--- src/motion_alarm_controller_top_macros.svh ---
// ============================================================================
// motion_alarm_controller_top_macros.svh
// Assertion macros shared by the motion alarm controller RTL.
// ============================================================================
`ifndef MOTION_ALARM_CONTROLLER_TOP_MACROS_SVH
`define MOTION_ALARM_CONTROLLER_TOP_MACROS_SVH

// Clocked check, off while reset is high.
`define MAC_ASSERT(lbl, clk, rst, prop, msg) \
   lbl: assert property (@(posedge clk) disable iff (rst) prop) else $error(msg);

// Clocked check that also runs through reset.
`define MAC_ASSERT_NR(lbl, clk, prop, msg) \
   lbl: assert property (@(posedge clk) prop) else $error(msg);

`endif

--- src/mac_pkg.sv ---
`timescale 1ns / 1ps
// ============================================================================
// mac_pkg
// Types, codes and constants of the motion alarm controller.
// ============================================================================
package mac_pkg;

   // word layouts
   localparam int REQ_DATA_W = 56;
   localparam int RSP_DATA_W = 40;
   localparam int ACCEL_W    = 12;
   localparam int POT_W      = 10;
   localparam int THR_W      = 12;
   localparam int CODE_W     = 16;
   localparam int SECS_W     = 7;

   // command codes (req_tuser)
   typedef enum logic [1:0] {
      CMD_BUTTONS = 2'd0,
      CMD_MOTION  = 2'd1,
      CMD_TICK    = 2'd2,
      CMD_POT     = 2'd3
   } cmd_type;

   // configuration register indexes
   localparam logic CSR_MOTION_THRESHOLD = 1'b0;
   localparam logic CSR_UNLOCK_CODE      = 1'b1;

   // alarm mode, one-hot internally
   typedef enum logic [3:0] {
      MODE_OFF     = 4'b0001,
      MODE_ARMED   = 4'b0010,
      MODE_PENDING = 4'b0100,
      MODE_ACTIVE  = 4'b1000
   } mode_type;

   // alarm_state codes on the result word
   localparam logic [1:0] ALARM_OFF     = 2'd0;
   localparam logic [1:0] ALARM_ARMED   = 2'd1;
   localparam logic [1:0] ALARM_PENDING = 2'd2;
   localparam logic [1:0] ALARM_ACTIVE  = 2'd3;

   localparam logic [SECS_W-1:0] MIN_SECS        = 7'd20;
   localparam logic [SECS_W-1:0] MAX_SECS        = 7'd120;
   localparam logic [THR_W-1:0]  THRESHOLD_RESET = 12'd16;
   localparam logic [CODE_W-1:0] UNLOCK_RESET    = 16'h1234;
   localparam logic [3:0]        DIGIT_MAX       = 4'd9;

   // button sample, lock in bit 0
   typedef struct packed {
      logic centre;
      logic down;
      logic up;
      logic left;
      logic right;
      logic arm;
      logic lock;
   } btn_type;

   // controls into the motion detector
   typedef struct packed {
      logic sample_en;
      logic armed;
      logic clear;
   } motion_ctl_type;

   function automatic logic [1:0] mode_code(input mode_type m);
      logic [1:0] c;
      case (m)
         MODE_OFF:     c = ALARM_OFF;
         MODE_ARMED:   c = ALARM_ARMED;
         MODE_PENDING: c = ALARM_PENDING;
         MODE_ACTIVE:  c = ALARM_ACTIVE;
         default:      c = ALARM_OFF;
      endcase
      return c;
   endfunction

endpackage

--- src/mac_code_entry.sv ---
`timescale 1ns / 1ps
// ============================================================================
// mac_code_entry
// Cursor, BCD digit stepping and unlock code compare.
// ============================================================================
module mac_code_entry #(
   parameter int CODE_DIGITS = 4
) (
   input  logic                        clock,
   input  logic                        reset,
   input  logic                        step_en,
   input  mac_pkg::btn_type            btn,
   input  logic [mac_pkg::CODE_W-1:0]  unlock_code,
   output logic [1:0]                  cursor_next,
   output logic [mac_pkg::CODE_W-1:0]  entered_next,
   output logic                        match
);

   localparam int CURW = (CODE_DIGITS > 1) ? $clog2(CODE_DIGITS) : 1;
   localparam int EVW  = 4 * CODE_DIGITS;
   localparam int CMPW = (EVW > mac_pkg::CODE_W) ? EVW : mac_pkg::CODE_W;
   localparam logic [CURW-1:0] TOP = CURW'(CODE_DIGITS - 1);

   logic [CURW-1:0] cursor_ff, cursor_in, cursor_mv;
   logic [3:0]      digits_ff [CODE_DIGITS];
   logic [3:0]      digits_st [CODE_DIGITS];
   logic [3:0]      digits_in [CODE_DIGITS];
   logic [EVW-1:0]  ev_st, ev_cur;

   always_comb begin
      // cursor move, right wins over left
      cursor_mv = cursor_ff;
      if (btn.right) begin
         cursor_mv = (cursor_ff < TOP) ? cursor_ff + 1'b1 : TOP;
      end else if (btn.left) begin
         if (cursor_ff != '0) cursor_mv = cursor_ff - 1'b1;
      end

      for (int i = 0; i < CODE_DIGITS; i++) begin
         digits_st[i] = digits_ff[i];
         if (cursor_mv == CURW'(i)) begin
            if (btn.up) begin
               digits_st[i] = (digits_ff[i] >= mac_pkg::DIGIT_MAX) ? 4'd0
                                                                   : digits_ff[i] + 4'd1;
            end else if (btn.down) begin
               digits_st[i] = (digits_ff[i] == 4'd0 || digits_ff[i] > mac_pkg::DIGIT_MAX)
                              ? mac_pkg::DIGIT_MAX : digits_ff[i] - 4'd1;
            end
         end
      end

      // digit 0 is the most significant nibble
      for (int i = 0; i < CODE_DIGITS; i++) begin
         ev_st[4*(CODE_DIGITS-1-i) +: 4]  = digits_st[i];
         ev_cur[4*(CODE_DIGITS-1-i) +: 4] = digits_ff[i];
      end

      match = step_en && btn.centre && (CMPW'(ev_st) == CMPW'(unlock_code));

      cursor_in = step_en ? cursor_mv : cursor_ff;
      for (int i = 0; i < CODE_DIGITS; i++) begin
         if (match)        digits_in[i] = 4'd0;
         else if (step_en) digits_in[i] = digits_st[i];
         else              digits_in[i] = digits_ff[i];
      end

      cursor_next  = 2'(cursor_in);
      entered_next = match ? '0 : (step_en ? mac_pkg::CODE_W'(ev_st)
                                           : mac_pkg::CODE_W'(ev_cur));
   end

   always_ff @(posedge clock) begin
      if (reset) begin
         cursor_ff <= '0;
         for (int i = 0; i < CODE_DIGITS; i++) digits_ff[i] <= 4'd0;
      end else begin
         cursor_ff <= cursor_in;
         for (int i = 0; i < CODE_DIGITS; i++) digits_ff[i] <= digits_in[i];
      end
   end

endmodule

--- src/mac_motion_detect.sv ---
`timescale 1ns / 1ps
// ============================================================================
// mac_motion_detect
// Baseline capture and per-axis dead-zone window check.
// ============================================================================
module mac_motion_detect #(
   parameter int SAMPLE_BITS = 12
) (
   input  logic                         clock,
   input  logic                         reset,
   input  mac_pkg::motion_ctl_type      ctl,
   input  logic [mac_pkg::ACCEL_W-1:0]  accel_x,
   input  logic [mac_pkg::ACCEL_W-1:0]  accel_y,
   input  logic [mac_pkg::ACCEL_W-1:0]  accel_z,
   input  logic [mac_pkg::THR_W-1:0]    threshold,
   output logic                         hit
);

   localparam int CW = ((SAMPLE_BITS > mac_pkg::THR_W) ? SAMPLE_BITS : mac_pkg::THR_W) + 1;

   logic                   base_valid_ff, base_valid_in;
   logic [SAMPLE_BITS-1:0] base_ff [3];
   logic [SAMPLE_BITS-1:0] smp [3];
   logic [CW-1:0]          hi [3];
   logic [CW-1:0]          lo [3];
   logic                   capture;

   assign smp[0] = SAMPLE_BITS'(accel_x);
   assign smp[1] = SAMPLE_BITS'(accel_y);
   assign smp[2] = SAMPLE_BITS'(accel_z);

   always_comb begin
      capture = ctl.sample_en && !base_valid_ff && ctl.armed;
      hit     = 1'b0;
      for (int i = 0; i < 3; i++) begin
         hi[i] = CW'(base_ff[i]) + CW'(threshold);
         lo[i] = (CW'(base_ff[i]) > CW'(threshold)) ? CW'(base_ff[i]) - CW'(threshold) : '0;
         if (ctl.sample_en && base_valid_ff &&
             (CW'(smp[i]) > hi[i] || CW'(smp[i]) < lo[i])) hit = 1'b1;
      end
      if (ctl.clear)    base_valid_in = 1'b0;
      else if (capture) base_valid_in = 1'b1;
      else              base_valid_in = base_valid_ff;
   end

   always_ff @(posedge clock) begin
      if (reset) base_valid_ff <= 1'b0;
      else       base_valid_ff <= base_valid_in;
   end

   // baseline is only read while valid, so no reset
   always_ff @(posedge clock) begin
      if (capture) begin
         for (int i = 0; i < 3; i++) base_ff[i] <= smp[i];
      end
   end

endmodule

--- src/motion_alarm_controller_top.sv ---
`timescale 1ns / 1ps
// ============================================================================
// motion_alarm_controller_top
// Motion alarm controller: lock/arm, code entry, motion check, countdown.
// ============================================================================
// One request word (button sample, accelerometer sample, one-second tick or
// potentiometer sample, chosen by req_tuser) is taken per clock and gives
// exactly one response word carrying the full controller status after that
// word. A word is captured in the request register. When it advances, it
// updates all state and lands in the response register, which drives
// rsp_tvalid. req_tready follows rsp_tready through the advance term of
// the request register. While rsp_tready stays high, a new word is taken
// every cycle. A stalled response holds the request register, and once that
// register is full too, req_tready drops. csr writes (motion_threshold,
// unlock_code) are expected only while no word is in flight. Reset is
// synchronous; there is no clearing pass.
// ============================================================================
`include "motion_alarm_controller_top_macros.svh"

module motion_alarm_controller_top #(
   parameter int SAMPLE_BITS = 12,
   parameter int CODE_DIGITS = 4
) (
   input  logic                             clock,
   input  logic                             reset,
   // request words
   input  logic                             req_tvalid,
   output logic                             req_tready,
   // press_lock, press_arm, press_right, press_left, press_up, press_down,
   // press_centre, accel_x[11:0], accel_y[11:0], accel_z[11:0], pot_level[9:0]
   input  logic [mac_pkg::REQ_DATA_W-1:0]   req_tdata,
   // command[1:0]
   input  logic [1:0]                       req_tuser,
   // response words
   output logic                             rsp_tvalid,
   input  logic                             rsp_tready,
   // alarm_state[1:0], armed_flag, locked_flag, moving_flag, delay_seconds[6:0],
   // seconds_left[6:0], cursor_pos[1:0], entered_code[15:0], sounder_on
   output logic [mac_pkg::RSP_DATA_W-1:0]   rsp_tdata,
   // configuration writes
   input  logic                             csr_we,
   input  logic                             csr_index,
   input  logic [mac_pkg::CODE_W-1:0]       csr_wdata
);

   // ---------------------------------------------------------------- csr
   logic [mac_pkg::THR_W-1:0]  threshold_ff;
   logic [mac_pkg::CODE_W-1:0] unlock_ff;

   always_ff @(posedge clock) begin
      if (reset) begin
         threshold_ff <= mac_pkg::THRESHOLD_RESET;
         unlock_ff    <= mac_pkg::UNLOCK_RESET;
      end else if (csr_we) begin
         case (csr_index)
            mac_pkg::CSR_MOTION_THRESHOLD: threshold_ff <= csr_wdata[mac_pkg::THR_W-1:0];
            mac_pkg::CSR_UNLOCK_CODE:      unlock_ff    <= csr_wdata;
            default:                       ;
         endcase
      end
   end

   // ---------------------------------------------------- request register
   logic                           s1_valid_ff, s1_valid_in;
   logic [mac_pkg::REQ_DATA_W-1:0] s1_data_ff;
   mac_pkg::cmd_type               s1_cmd_ff;
   logic                           req_fire, s1_adv;
   logic                           rsp_valid_ff, rsp_valid_in;
   logic [mac_pkg::RSP_DATA_W-1:0] rsp_data_ff, rsp_data_in;

   // the word in the request register moves on when the response slot is free
   assign s1_adv     = s1_valid_ff && (!rsp_valid_ff || rsp_tready);
   assign req_tready = !s1_valid_ff || s1_adv;
   assign req_fire   = req_tvalid && req_tready;

   always_comb begin
      if (req_fire)    s1_valid_in = 1'b1;
      else if (s1_adv) s1_valid_in = 1'b0;
      else             s1_valid_in = s1_valid_ff;
   end

   always_ff @(posedge clock) begin
      if (reset) s1_valid_ff <= 1'b0;
      else       s1_valid_ff <= s1_valid_in;
   end

   always_ff @(posedge clock) begin
      if (req_fire) begin
         s1_data_ff <= req_tdata;
         s1_cmd_ff  <= mac_pkg::cmd_type'(req_tuser);
      end
   end

   // field unpack
   mac_pkg::btn_type            btn;
   logic [mac_pkg::ACCEL_W-1:0] ax, ay, az;
   logic [mac_pkg::POT_W-1:0]   pot;

   assign btn = mac_pkg::btn_type'(s1_data_ff[6:0]);
   assign ax  = s1_data_ff[18:7];
   assign ay  = s1_data_ff[30:19];
   assign az  = s1_data_ff[42:31];
   assign pot = s1_data_ff[52:43];

   // ---------------------------------------------------------------- state
   logic                         armed_ff, armed_in;
   logic                         locked_ff, locked_in;
   logic                         moving_ff, moving_in;
   mac_pkg::mode_type            mode_ff, mode_in;
   logic [mac_pkg::SECS_W-1:0]   interval_ff, interval_in;
   logic [mac_pkg::SECS_W-1:0]   remaining_ff, remaining_in;
   logic                         countdown_ff, countdown_in;

   logic                         do_btn, do_motion;
   logic                         match, hit;
   logic [1:0]                   cursor_next;
   logic [mac_pkg::CODE_W-1:0]   entered_next;
   mac_pkg::motion_ctl_type      mctl;
   logic [mac_pkg::SECS_W-1:0]   pot_secs;

   assign do_btn    = s1_adv && (s1_cmd_ff == mac_pkg::CMD_BUTTONS);
   assign do_motion = s1_adv && (s1_cmd_ff == mac_pkg::CMD_MOTION);

   assign mctl.sample_en = do_motion;
   assign mctl.armed     = armed_ff;
   assign mctl.clear     = match;

   mac_code_entry #(
      .CODE_DIGITS (CODE_DIGITS)
   ) u_code (
      .clock        (clock),
      .reset        (reset),
      .step_en      (do_btn),
      .btn          (btn),
      .unlock_code  (unlock_ff),
      .cursor_next  (cursor_next),
      .entered_next (entered_next),
      .match        (match)
   );

   mac_motion_detect #(
      .SAMPLE_BITS (SAMPLE_BITS)
   ) u_motion (
      .clock     (clock),
      .reset     (reset),
      .ctl       (mctl),
      .accel_x   (ax),
      .accel_y   (ay),
      .accel_z   (az),
      .threshold (threshold_ff),
      .hit       (hit)
   );

   // pot reading / 8, clamped to the allowed interval
   always_comb begin
      pot_secs = pot[mac_pkg::POT_W-1:3];
      if (pot_secs <= mac_pkg::MIN_SECS)     pot_secs = mac_pkg::MIN_SECS;
      else if (pot_secs > mac_pkg::MAX_SECS) pot_secs = mac_pkg::MAX_SECS;
   end

   always_comb begin
      armed_in     = armed_ff;
      locked_in    = locked_ff;
      moving_in    = moving_ff;
      mode_in      = mode_ff;
      interval_in  = interval_ff;
      remaining_in = remaining_ff;
      countdown_in = countdown_ff;

      if (s1_adv) begin
         case (s1_cmd_ff)
            mac_pkg::CMD_BUTTONS: begin
               // lock toggles only when disarmed; arm sees the new lock
               if (!armed_ff && btn.lock) locked_in = !locked_ff;
               if (locked_in && btn.arm) begin
                  armed_in = 1'b1;
                  mode_in  = mac_pkg::MODE_ARMED;
               end
               if (match) begin
                  armed_in     = 1'b0;
                  locked_in    = 1'b0;
                  moving_in    = 1'b0;
                  mode_in      = mac_pkg::MODE_OFF;
                  interval_in  = mac_pkg::MIN_SECS;
                  remaining_in = '0;
                  countdown_in = 1'b0;
               end
            end
            mac_pkg::CMD_MOTION: begin
               if (hit) moving_in = 1'b1;
            end
            mac_pkg::CMD_TICK: begin
               if (armed_ff && moving_ff && !countdown_ff) begin
                  mode_in      = mac_pkg::MODE_PENDING;
                  remaining_in = interval_ff;
                  countdown_in = 1'b1;
               end else if (armed_ff && moving_ff) begin
                  if (remaining_ff != '0) remaining_in = remaining_ff - 1'b1;
                  if (remaining_in == '0) mode_in = mac_pkg::MODE_ACTIVE;
               end else begin
                  countdown_in = 1'b0;
                  remaining_in = '0;
               end
            end
            mac_pkg::CMD_POT: begin
               if (!armed_ff && mode_ff == mac_pkg::MODE_OFF) interval_in = pot_secs;
            end
            default: ;
         endcase
      end
   end

   always_ff @(posedge clock) begin
      if (reset) begin
         armed_ff     <= 1'b0;
         locked_ff    <= 1'b0;
         moving_ff    <= 1'b0;
         mode_ff      <= mac_pkg::MODE_OFF;
         interval_ff  <= mac_pkg::MIN_SECS;
         remaining_ff <= '0;
         countdown_ff <= 1'b0;
      end else begin
         armed_ff     <= armed_in;
         locked_ff    <= locked_in;
         moving_ff    <= moving_in;
         mode_ff      <= mode_in;
         interval_ff  <= interval_in;
         remaining_ff <= remaining_in;
         countdown_ff <= countdown_in;
      end
   end

   // --------------------------------------------------- response register
   always_comb begin
      rsp_data_in = {2'b00,
                     armed_in && (mode_in == mac_pkg::MODE_ACTIVE),
                     entered_next,
                     cursor_next,
                     remaining_in,
                     interval_in,
                     moving_in,
                     locked_in,
                     armed_in,
                     mac_pkg::mode_code(mode_in)};
      if (s1_adv)                       rsp_valid_in = 1'b1;
      else if (rsp_valid_ff && rsp_tready) rsp_valid_in = 1'b0;
      else                              rsp_valid_in = rsp_valid_ff;
   end

   always_ff @(posedge clock) begin
      if (reset) rsp_valid_ff <= 1'b0;
      else       rsp_valid_ff <= rsp_valid_in;
   end

   always_ff @(posedge clock) begin
      if (s1_adv) rsp_data_ff <= rsp_data_in;
   end

   assign rsp_tvalid = rsp_valid_ff;
   assign rsp_tdata  = rsp_data_ff;

   // ----------------------------------------------------------- assertions
   `MAC_ASSERT_NR(a_rsp_idle_after_reset, clock, reset |=> !rsp_valid_ff,
                  "response valid right after reset")
   `MAC_ASSERT(a_armed_vs_mode, clock, reset,
               armed_ff == (mode_ff != mac_pkg::MODE_OFF), "armed flag and mode disagree")
   `MAC_ASSERT(a_countdown_cond, clock, reset, countdown_ff |-> (armed_ff && moving_ff),
               "countdown running while not armed and moving")
   `MAC_ASSERT(a_active_at_zero, clock, reset,
               (mode_ff == mac_pkg::MODE_ACTIVE) |-> (remaining_ff == '0),
               "alarm active with time left")
   `MAC_ASSERT(a_interval_range, clock, reset,
               (interval_ff >= mac_pkg::MIN_SECS) && (interval_ff <= mac_pkg::MAX_SECS),
               "interval out of range")

endmodule
--- config.mk ---
export PLATFORM = sky130hd
export DESIGN_NAME = motion_alarm_controller_top
export DESIGN_NICKNAME = d
export VERILOG_FILES = /design/src/mac_pkg.sv /design/src/mac_code_entry.sv /design/src/mac_motion_detect.sv /design/src/motion_alarm_controller_top.sv
export VERILOG_INCLUDE_DIRS = /design/src /design/src/src
export SDC_FILE = /design/constraint.sdc
export NUM_CORES = 1
export LEC_CHECK = 0
export ABC_CLOCK_PERIOD_IN_PS = 14100
export BUFFER_PORTS_ARGS = -buffer_cell sky130_fd_sc_hd__buf_2
export CORE_ASPECT_RATIO = 0.7
export CORE_UTILIZATION = 40
export DETAILED_ROUTE_END_ITERATION = 12
export MAX_ROUTING_LAYER = met4
export PLACE_DENSITY = 0.58
export RECOVER_POWER = 100
export REMOVE_ABC_BUFFERS = 1
export SYNTH_ARGS = -nofsm -noshare
export SYNTH_HDL_FRONTEND = slang
export SYNTH_SLANG_ARGS = --single-unit
--- constraint.sdc ---
create_clock -name clock -period 14.1 [get_ports clock]
set_input_delay 2.82 -clock clock [delete_from_list [all_inputs] [get_ports clock]]
set_output_delay 2.82 -clock clock [all_outputs]
set_load 0.02 [all_outputs]
# Yosys cells after proc, flatten, opt, wreduce, memory -nomap -nowiden
# Memory sizes are Yosys's and may differ from the RTL's.
# Index checks and enable logic that the tools add are counted.
# W data, S select, Z words.
# totals
register_bits	148
latchBits	0
ramBits	52
romBits	0
in_bits	80
output_inout_bits	42
word_cells	219
n_memories	2
# memory_table
name	words	width	rd	rd_ports_with_merged_regs	write_ports	line	source
u_motion.base_ff	3	12	3	0	3	mac_motion_detect.sv:22	logic [SAMPLE_BITS-1:0] base_ff [3];
u_code.digits_ff	4	4	4	0	4	mac_code_entry.sv:25	logic [3:0] digits_ff [CODE_DIGITS];
# classes
addsub	17
n_mul	0
n_div	0
n_lt_le_gt_ge	20
n_eq_ne	13
shift	0
muxes	95
n_bitwise	5
reduce_logical	50
# ops
cell	count
$mux W4	38
$mux W7	14
$add A12 B12 Y13	3
$gt A12 B13 Y1	3
$lt A12 B13 Y1	3
$mux W13	3
$sub A12 B12 Y13	3
$gt A12 B12 Y1	3
$mux W1	28
$pmux W7 S2	2
$logic_and A1 B1 Y1	19
$add A4 B1 Y4 const B	4
$eq A16 B16 Y1	1
$ge A4 B4 Y1 const B	4
$gt A4 B4 Y1 const B	4
$logic_not A4 Y1	4
$mux W16	1
$sub A4 B1 Y4 const B	4
$mux W2	5
$logic_or A1 B1 Y1	9
$eq A2 B2 Y1 const B	4
$pmux W4 S2	1
$reduce_bool A2 Y1	4
$gt A7 B7 Y1 const B	1
23 further kinds	35

# Depth between registers and ports, before layout
# Gate-level depths: netlist of run 1.
# logic_depth
word_depth	14
depth_mapped	23
mapped_depth_nobuf	22

# Modules after synthesis
# Synthesis of run 1 repeated with hierarchy kept, for this count alone.
# hier_totals
hier_cells	1529
area_unflattened_um2	14148.6
# by_module_without_submodules
module	n_inst	cells_per_inst	area_each_um2	seq_area_each_um2
mac_motion_detect	1	738	6190.9	1101.1
motion_alarm_controller_top	1	440	5424.0	3743.6
mac_code_entry	1	351	2533.7	360.3

# Worst setup path after synthesis of run 1
# OpenSTA, ideal clock, no wires.
# synth_path
kind	input -> register
from	input rsp_tready
to	memory u_motion.base_ff[0][0] (enable)
setup_ns	0.429
arrival_ns	6.086
t_required_ns	13.671
slack_ns	7.585
stages	5
n_path_buf	1
path_cell_list	nor2b_1 -> nor2b_1 -> clkbuf_1 -> nand3_1 -> nor2_1
# synth_rtl
element	line	source
start: declaration	motion_alarm_controller_top.sv:36	input logic rsp_tready,
end: declaration	mac_motion_detect.sv:22	

==> impl_metrics.env, run 1 <==
export IMPL_cp_start_kind="input pin"
export IMPL_synth_commonest_cells="ha_1 (159), nand2_1 (130), a21oi_1 (129)"
export IMPL_critPathMaxStageDelay_ns=2.01
export IMPL_antenna_found_initial=1
export IMPL_cts_hold_buf=0
export IMPL_wl_mm=38.7
export IMPL_min_period_ns=7.51
export IMPL_crit_slowest_cell="clkbuf_1"
export IMPL_cts_tree="yes"
export IMPL_ys_seq_area_frac=0.375
export IMPL_yosysWarnings=0
export IMPL_post_cts_buffers=0
export IMPL_synth_top_area_share=0.273
export IMPL_setup_viol=0
export IMPL_dieHeight_um=158
export IMPL_grt_ovfl_total=0
export IMPL_clock_path_buffers=2
export IMPL_drc_errors=0
export IMPL_hold_path_class="register to register"
export IMPL_synth_top_flop_cell="edfxtp_1"
export IMPL_yosys_area_top_type="edfxtp_1"
export IMPL_drive_gt1_frac=0.0855
export IMPL_hpwl_mm=29.0
export IMPL_postRouteAntennaNets=0
export IMPL_status="complete, but fails checks"
export IMPL_combPwrFrac=0.158
export IMPL_crit_required_ns=14.12
export IMPL_insertion_delay_ns=0.46
export IMPL_drt_iter0_markers=1118
export IMPL_seqPwrFrac=0.492
export IMPL_fin_setup_tns_ns=0
export IMPL_post_cts_resized=0
export IMPL_cap_viol_max_count=4
export IMPL_fin_crit_sh=0.533
export IMPL_netlist_cell_type_count=89
export IMPL_syn_area_um2=13900
export IMPL_die_area_um2=35400
export IMPL_switching_share=0.286
export IMPL_async_reset_ff_frac=0
export IMPL_dpl_cell_count=2022
export IMPL_first_global_vias=10487
export IMPL_yosysMostFrequentCell="ha_1"
export IMPL_htree_levels=4
export IMPL_wl_per_cell_um=18.8
export IMPL_synth_edf_count=126
export IMPL_pwr_share_clk=0.350
export IMPL_path_class="input pin to register"
export IMPL_yosys_top_cells_area="edfxtp_1 (27%), ha_1 (14%), dfxtp_1 (10%)"
export IMPL_avgSynthCellArea_um2=9.21
export IMPL_fin_cells=2055
export IMPL_cts_buffers=17
export IMPL_io_pins=122
export IMPL_p_int_w=0.000951
export IMPL_switchingPower_w=0.000382
export IMPL_initial_utilization=0.410
export IMPL_slew_viol_final=209
export IMPL_p_leak_nw=6.02
export IMPL_clock_fmax_mhz=133
export IMPL_path_buf_inv=3
export IMPL_areaGrowthSynthToFinish_pct=9.93
export IMPL_slew_headroom=-1.33
export IMPL_cp_arrival_ns=7.54
export IMPL_rsz0062_at_grt="no"
export IMPL_cp_end_kind="register"
export IMPL_synthCells=1507
export IMPL_gr_usage_all_layers=0.226
export IMPL_violations="max-capacitance violations, max-slew violations"
export IMPL_numPortBuffers=113
export IMPL_via_per_inst=5.57
export IMPL_finClkSkew_ns=0.0111
export IMPL_crit_family="buffers and inverters"
export IMPL_nets=1822
export IMPL_grt_pass1_wl_mm=59.6
export IMPL_core_um2=33800
export IMPL_tightest_slew_ns=3.50
export IMPL_place_gp_congestion=0.914
export IMPL_path_cells="buf_2 -> nor2b_1 -> nor2b_4 -> clkbuf_1 -> nand3_1 -> nor2_4 -> clkbuf_1"
export IMPL_rrSetupSlack_ns=8.13
export IMPL_root_buffer="clkbuf_16"
export IMPL_rows=56
export IMPL_die_x_um=225
export IMPL_via_count=11449
export IMPL_drt_pass1_iter_count=6
export IMPL_grt_max_degree=70
export IMPL_vdd_drop_max_mv=0.0736
export IMPL_crit_top_cell="clkbuf_1"
export IMPL_path_clk_slew_ns=0.07
export IMPL_fill_cells=3275
export IMPL_timing_final_hold_violations=0
export IMPL_worstPathMaxFanout=48
export IMPL_synth_seq_cells=197
export IMPL_p_per_area_nw_per_um2=87.4
export IMPL_clock_sinks=197
[cell families (layout without fill, tap and decap cells)]
group | count (synthesis) | in the layout | synth area share
compound gates | 402 | 402 | 0.190
xor+xnor | 66 | 66 | 0.0417
fa+ha+maj | 165 | 165 | 0.152
buf+inv | 155 | 237 | 0.0446
flops | 197 | 197 | 0.375
mux | 8 | 8 | 0.00604
other cells | 1 | 3 | 0.000270
simple gates | 513 | 513 | 0.190
[path summary, 6_finish.rpt]
| path | startpoint | to | cells after the start |
|---|---|---|---|
| min reg2reg | unlock_ff[0]$_SDFFE_PP0P_ | unlock_ff[0]$_SDFFE_PP0P_ | 2 |
| max reg2reg | threshold_ff[2]$_SDFFE_PP0P_ | moving_ff$_SDFF_PP0_ | 21 |
| min | unlock_ff[0]$_SDFFE_PP0P_ | unlock_ff[0]$_SDFFE_PP0P_ | 2 |
| max | rsp_tready | u_motion.base_ff[0][20]$_DFFE_PP_ | 7 |
[worst min-delay path, delay by kind of cell, from the launching register on]
family | cells | cell delay, ns
compound gates | 1 | 0.05
flops | 1 | 0.31
simple gates | 1 | 0.05
[final cells by class]
type	count	area, µm²	area share
multi-input combinational	1156	8040	0.527
inverter	81	304	0.0199
sequential	197	5200	0.341
antenna	1	2.50	0.000164
timing repair buffer	124	571	0.0374
tap	464	581	0.0381
clock buffer	19	443	0.0290
clock inverter	13	100	0.00656
[sequential cells by signal (all words and copies together), names as in the netlist]
signal                  flops
locked_ff                   1
armed_ff                    1
unlock_ff                  16
rsp_tdata                  38
remaining_ff                7
mode_ff                     4
s1_cmd_ff                   2
interval_ff                 7
u_motion.base_ff           36
s1_data_ff                 50
moving_ff                   1
u_motion.base_valid_ff      1
u_code.cursor_ff            2
u_code.digits_ff           16
threshold_ff               12
rsp_tvalid                  1
s1_valid_ff                 1
countdown_ff                1
[power groups by stage]
| stage | combinational (W) | sequential, W | clock [W] |
|---|---|---|---|
| after detailed placement | 0.000208 | 0.000668 | 0 |
| after floorplan | 0.000135 | 0.000666 | 0 |
| after CTS | 0.000210 | 0.000654 | 0.000482 |
| after global routing | 0.000235 | 0.000658 | 0.000503 |
| final | 0.000210 | 0.000656 | 0.000467 |
| after global placement | 0.000205 | 0.000667 | 0 |
[placed cells by master, fill, tap and decap left out, drive strengths merged, types with 8 or more instances in the layout]
cell type  synthesis  final
a31oi             14     14
nor3              40     40
a21oi            130    130
clkbuf            55     69
dfxtp             71     71
a211o              8      8
or2               13     13
nand4             22     22
xnor2             54     54
nand2b            29     29
nand3             22     22
o21a              24     24
nor4              14     14
nand2            130    130
nand3b            11     11
o31ai              8      8
a211oi            10     10
or3               16     16
o21ai             73     73
xor2              12     12
a21o              26     26
o21bai            21     21
inv               81     86
nor3b             11     11
and2              10     10
nor2b             43     43
ha               159    159
o211ai             9      9
edfxtp           126    126
buf               19     74
nor2             121    121
[layer usage]
layer  track usage  wire length (µm)  up-vias
met5             -                 0        -
met1         0.339             20400     5446
met3        0.0464              2400       29
met2         0.312             15600      352
li1              -                 -     5622
met4        0.0369               285        0
[per-stage QoR]
stage | power [W] | cell area [µm²] | worst slack [ns] | util | hold slack, ns
finish | 0.00133 | 15200 | 6.59 | 0.451 | 0.463
global route | 0.00140 | 15200 | 6.06 | 0.451 | 0.488
global placement | 0.000873 | 14800 | 7.68 | 0.438 | 0.437
CTS | 0.00135 | 15400 | 7.68 | 0.454 | 0.462
floorplan | 0.000801 | 13600 | 6.88 | - | 0.426
detailed placement | 0.000876 | 14800 | 7.69 | 0.438 | 0.450
No activity file was read; power rests on OpenSTA's default activity.
==> run 2: changes to the inputs <==
- ABC_CLOCK_PERIOD_IN_PS: 14100 -> 7650
- clock period: 14.1 -> 7.65 ns (I/O delays scaled with it)
==> impl_metrics.env, run 2 (synthesis gave the netlist of run 1 again) <==
export IMPL_drt_iter0_markers=993
export IMPL_drt_pass1_iter_count=6
export IMPL_grt_ovfl_total=0
export IMPL_most_common_layout_cells="ha_1 (159), nand2_1 (130), a21oi_1 (129)"
export IMPL_post_cts_resized=0
export IMPL_slew_viol_final=249
export IMPL_nets=1820
export IMPL_p_int_w=0.00180
export IMPL_clock_fmax_mhz=160
export IMPL_hold_path_class="register to register"
export IMPL_fin_crit_sh=0.817
export IMPL_gr_usage_all_layers=0.227
export IMPL_combPwrFrac=0.154
export IMPL_die_x_um=225
export IMPL_root_buffer="clkbuf_16"
export IMPL_p_per_area_nw_per_um2=164
export IMPL_cts_hold_buf=0
export IMPL_worstPathMaxFanout=48
export IMPL_antenna_found_initial=0
export IMPL_die_area_um2=35400
export IMPL_top_register="s1_data_ff"
export IMPL_fin_setup_tns_ns=0
export IMPL_tightest_slew_ns=3.47
export IMPL_wl_mm=38.9
export IMPL_clock_sinks=197
export IMPL_final_setup_worst_slack_ns=1.40
export IMPL_numPortBuffers=113
export IMPL_drive_gt1_frac=0.0850
export IMPL_cap_viol_max_count=5
export IMPL_areaGrowthSynthToFinish_pct=10.1
export IMPL_cp_arrival_ns=6.27
export IMPL_largest_register_ffs=50
export IMPL_via_per_inst=5.60
export IMPL_slew_headroom=-1.31
export IMPL_switching_share=0.279
export IMPL_finalPower_w=0.00250
export IMPL_r2r_cells=14
export IMPL_core_um2=33800
export IMPL_first_global_vias=10630
export IMPL_post_cts_buffers=0
export IMPL_min_period_ns=6.25
export IMPL_drc_errors=0
export IMPL_dieHeight_um=158
export IMPL_rows=56
export IMPL_utilization=0.451
export IMPL_rsz0062_at_grt="no"
export IMPL_post_place_ws_ns=2.12
export IMPL_cts_tree="yes"
export IMPL_hold_ws_ns=0.453
export IMPL_switchingPower_w=0.000697
export IMPL_place_gp_congestion=0.923
export IMPL_setup_viol=0
export IMPL_status="complete, but fails checks"
export IMPL_violations="max-capacitance violations, max-slew violations"
export IMPL_seqPwrFrac=0.484
export IMPL_grt_max_degree=70
export IMPL_insertion_delay_ns=0.46
export IMPL_postRouteAntennaNets=0
export IMPL_cp_start_kind="input pin"
export IMPL_finClkSkew_ns=0.0115
export IMPL_crit_required_ns=7.67
export IMPL_io_pins=122
export IMPL_holdPathStages=0
export IMPL_cts_buffers=17
export IMPL_clock_path_buffers=2
export IMPL_final_common_cell="ha_1"
export IMPL_grt_pass1_wl_mm=59.9
export IMPL_wl_per_cell_um=19.0
export IMPL_p_leak_nw=6.03
export IMPL_hpwl_mm=29.2
export IMPL_initial_utilization=0.410
export IMPL_via_count=11494
export IMPL_path_clk_slew_ns=0.07
export IMPL_vdd_drop_max_mv=0.143
export IMPL_cp_end_kind="register"
export IMPL_path_class="input pin to register"
export IMPL_pwr_share_clk=0.361
export IMPL_antenna_cells=0
export IMPL_htree_levels=4
export IMPL_timing_final_hold_violations=0
[run 2: changes by cell type in the layout (fill, tap and decap cells not counted), sizes merged]
| cell | previous run | this run |
|---|---|---|
| clkinvlp | 2 | 1 |
| clkbuf | 69 | 73 |
| inv | 86 | 84 |
| diode | 1 | 0 |
| buf | 74 | 73 |
| clkinv | 6 | 4 |
[run 2: layout make-up]
| type | instances | area, µm² |
|---|---|---|
| Clock inverter | 8 | 61.3 |
| Timing Repair Buffer | 122 | 557 |
| Inverter | 81 | 304 |
| Tap cell | 464 | 581 |
| Sequential cell | 197 | 5200 |
| Multi-Input combinational cell | 1156 | 8050 |
| Clock buffer | 24 | 515 |
| Fill cell | 3273 | 18600 |
[run 2: critical path: stages]
cell and delay [ns]:
buf_2 0.08, nor2b_1 0.10, nor2b_4 0.12, clkbuf_1 2.04
nand3_1 0.45, nor2_4 0.17, clkbuf_1 1.73
[run 2: path summary, 6_finish.rpt]
| path | from | end | slack, ns |
|---|---|---|---|
| setup reg to reg | s1_cmd_ff[0]$_DFFE_PP_ | remaining_ff[6]$_SDFF_PP0_ | 1.62 |
| hold / removal | s1_data_ff[31]$_DFFE_PP_ | u_motion.base_ff[0][24]$_DFFE_PP_ | 0.45 |
| hold reg to reg | s1_data_ff[31]$_DFFE_PP_ | u_motion.base_ff[0][24]$_DFFE_PP_ | 0.45 |
| setup / recovery | rsp_tready | u_motion.base_ff[0][19]$_DFFE_PP_ | 1.40 |
[run 2: per-stage QoR]
step | instance area, µm² | std cells
floorplan | 13600 | 1434
global placement | 14800 | 2020
detailed placement | 14800 | 2020
CTS | 15400 | 2052
global route | 15300 | 2052
finish | 15300 | 2052
[run 2: power by group through the flow]
| stage | Clock, W | Combinational, W | Sequential (W) |
|---|---|---|---|
| 2_1_floorplan | 0 | 0.000249 | 0.00123 |
| 3_3_place_gp | 0 | 0.000377 | 0.00123 |
| 3_5_place_dp | 0 | 0.000383 | 0.00123 |
| 4_1_cts | 0.000928 | 0.000386 | 0.00121 |
| 5_1_grt | 0.000962 | 0.000432 | 0.00121 |
| 6_report | 0.000903 | 0.000386 | 0.00121 |
[run 2: per-layer routing]
layer  share of wire  vias up  GRT usage
li1                -     5610          -
met1            0.52     5484      0.343
met2            0.41      377      0.317
met3           0.060       23     0.0325
met4           0.010        0     0.0470
met5               0        -          -
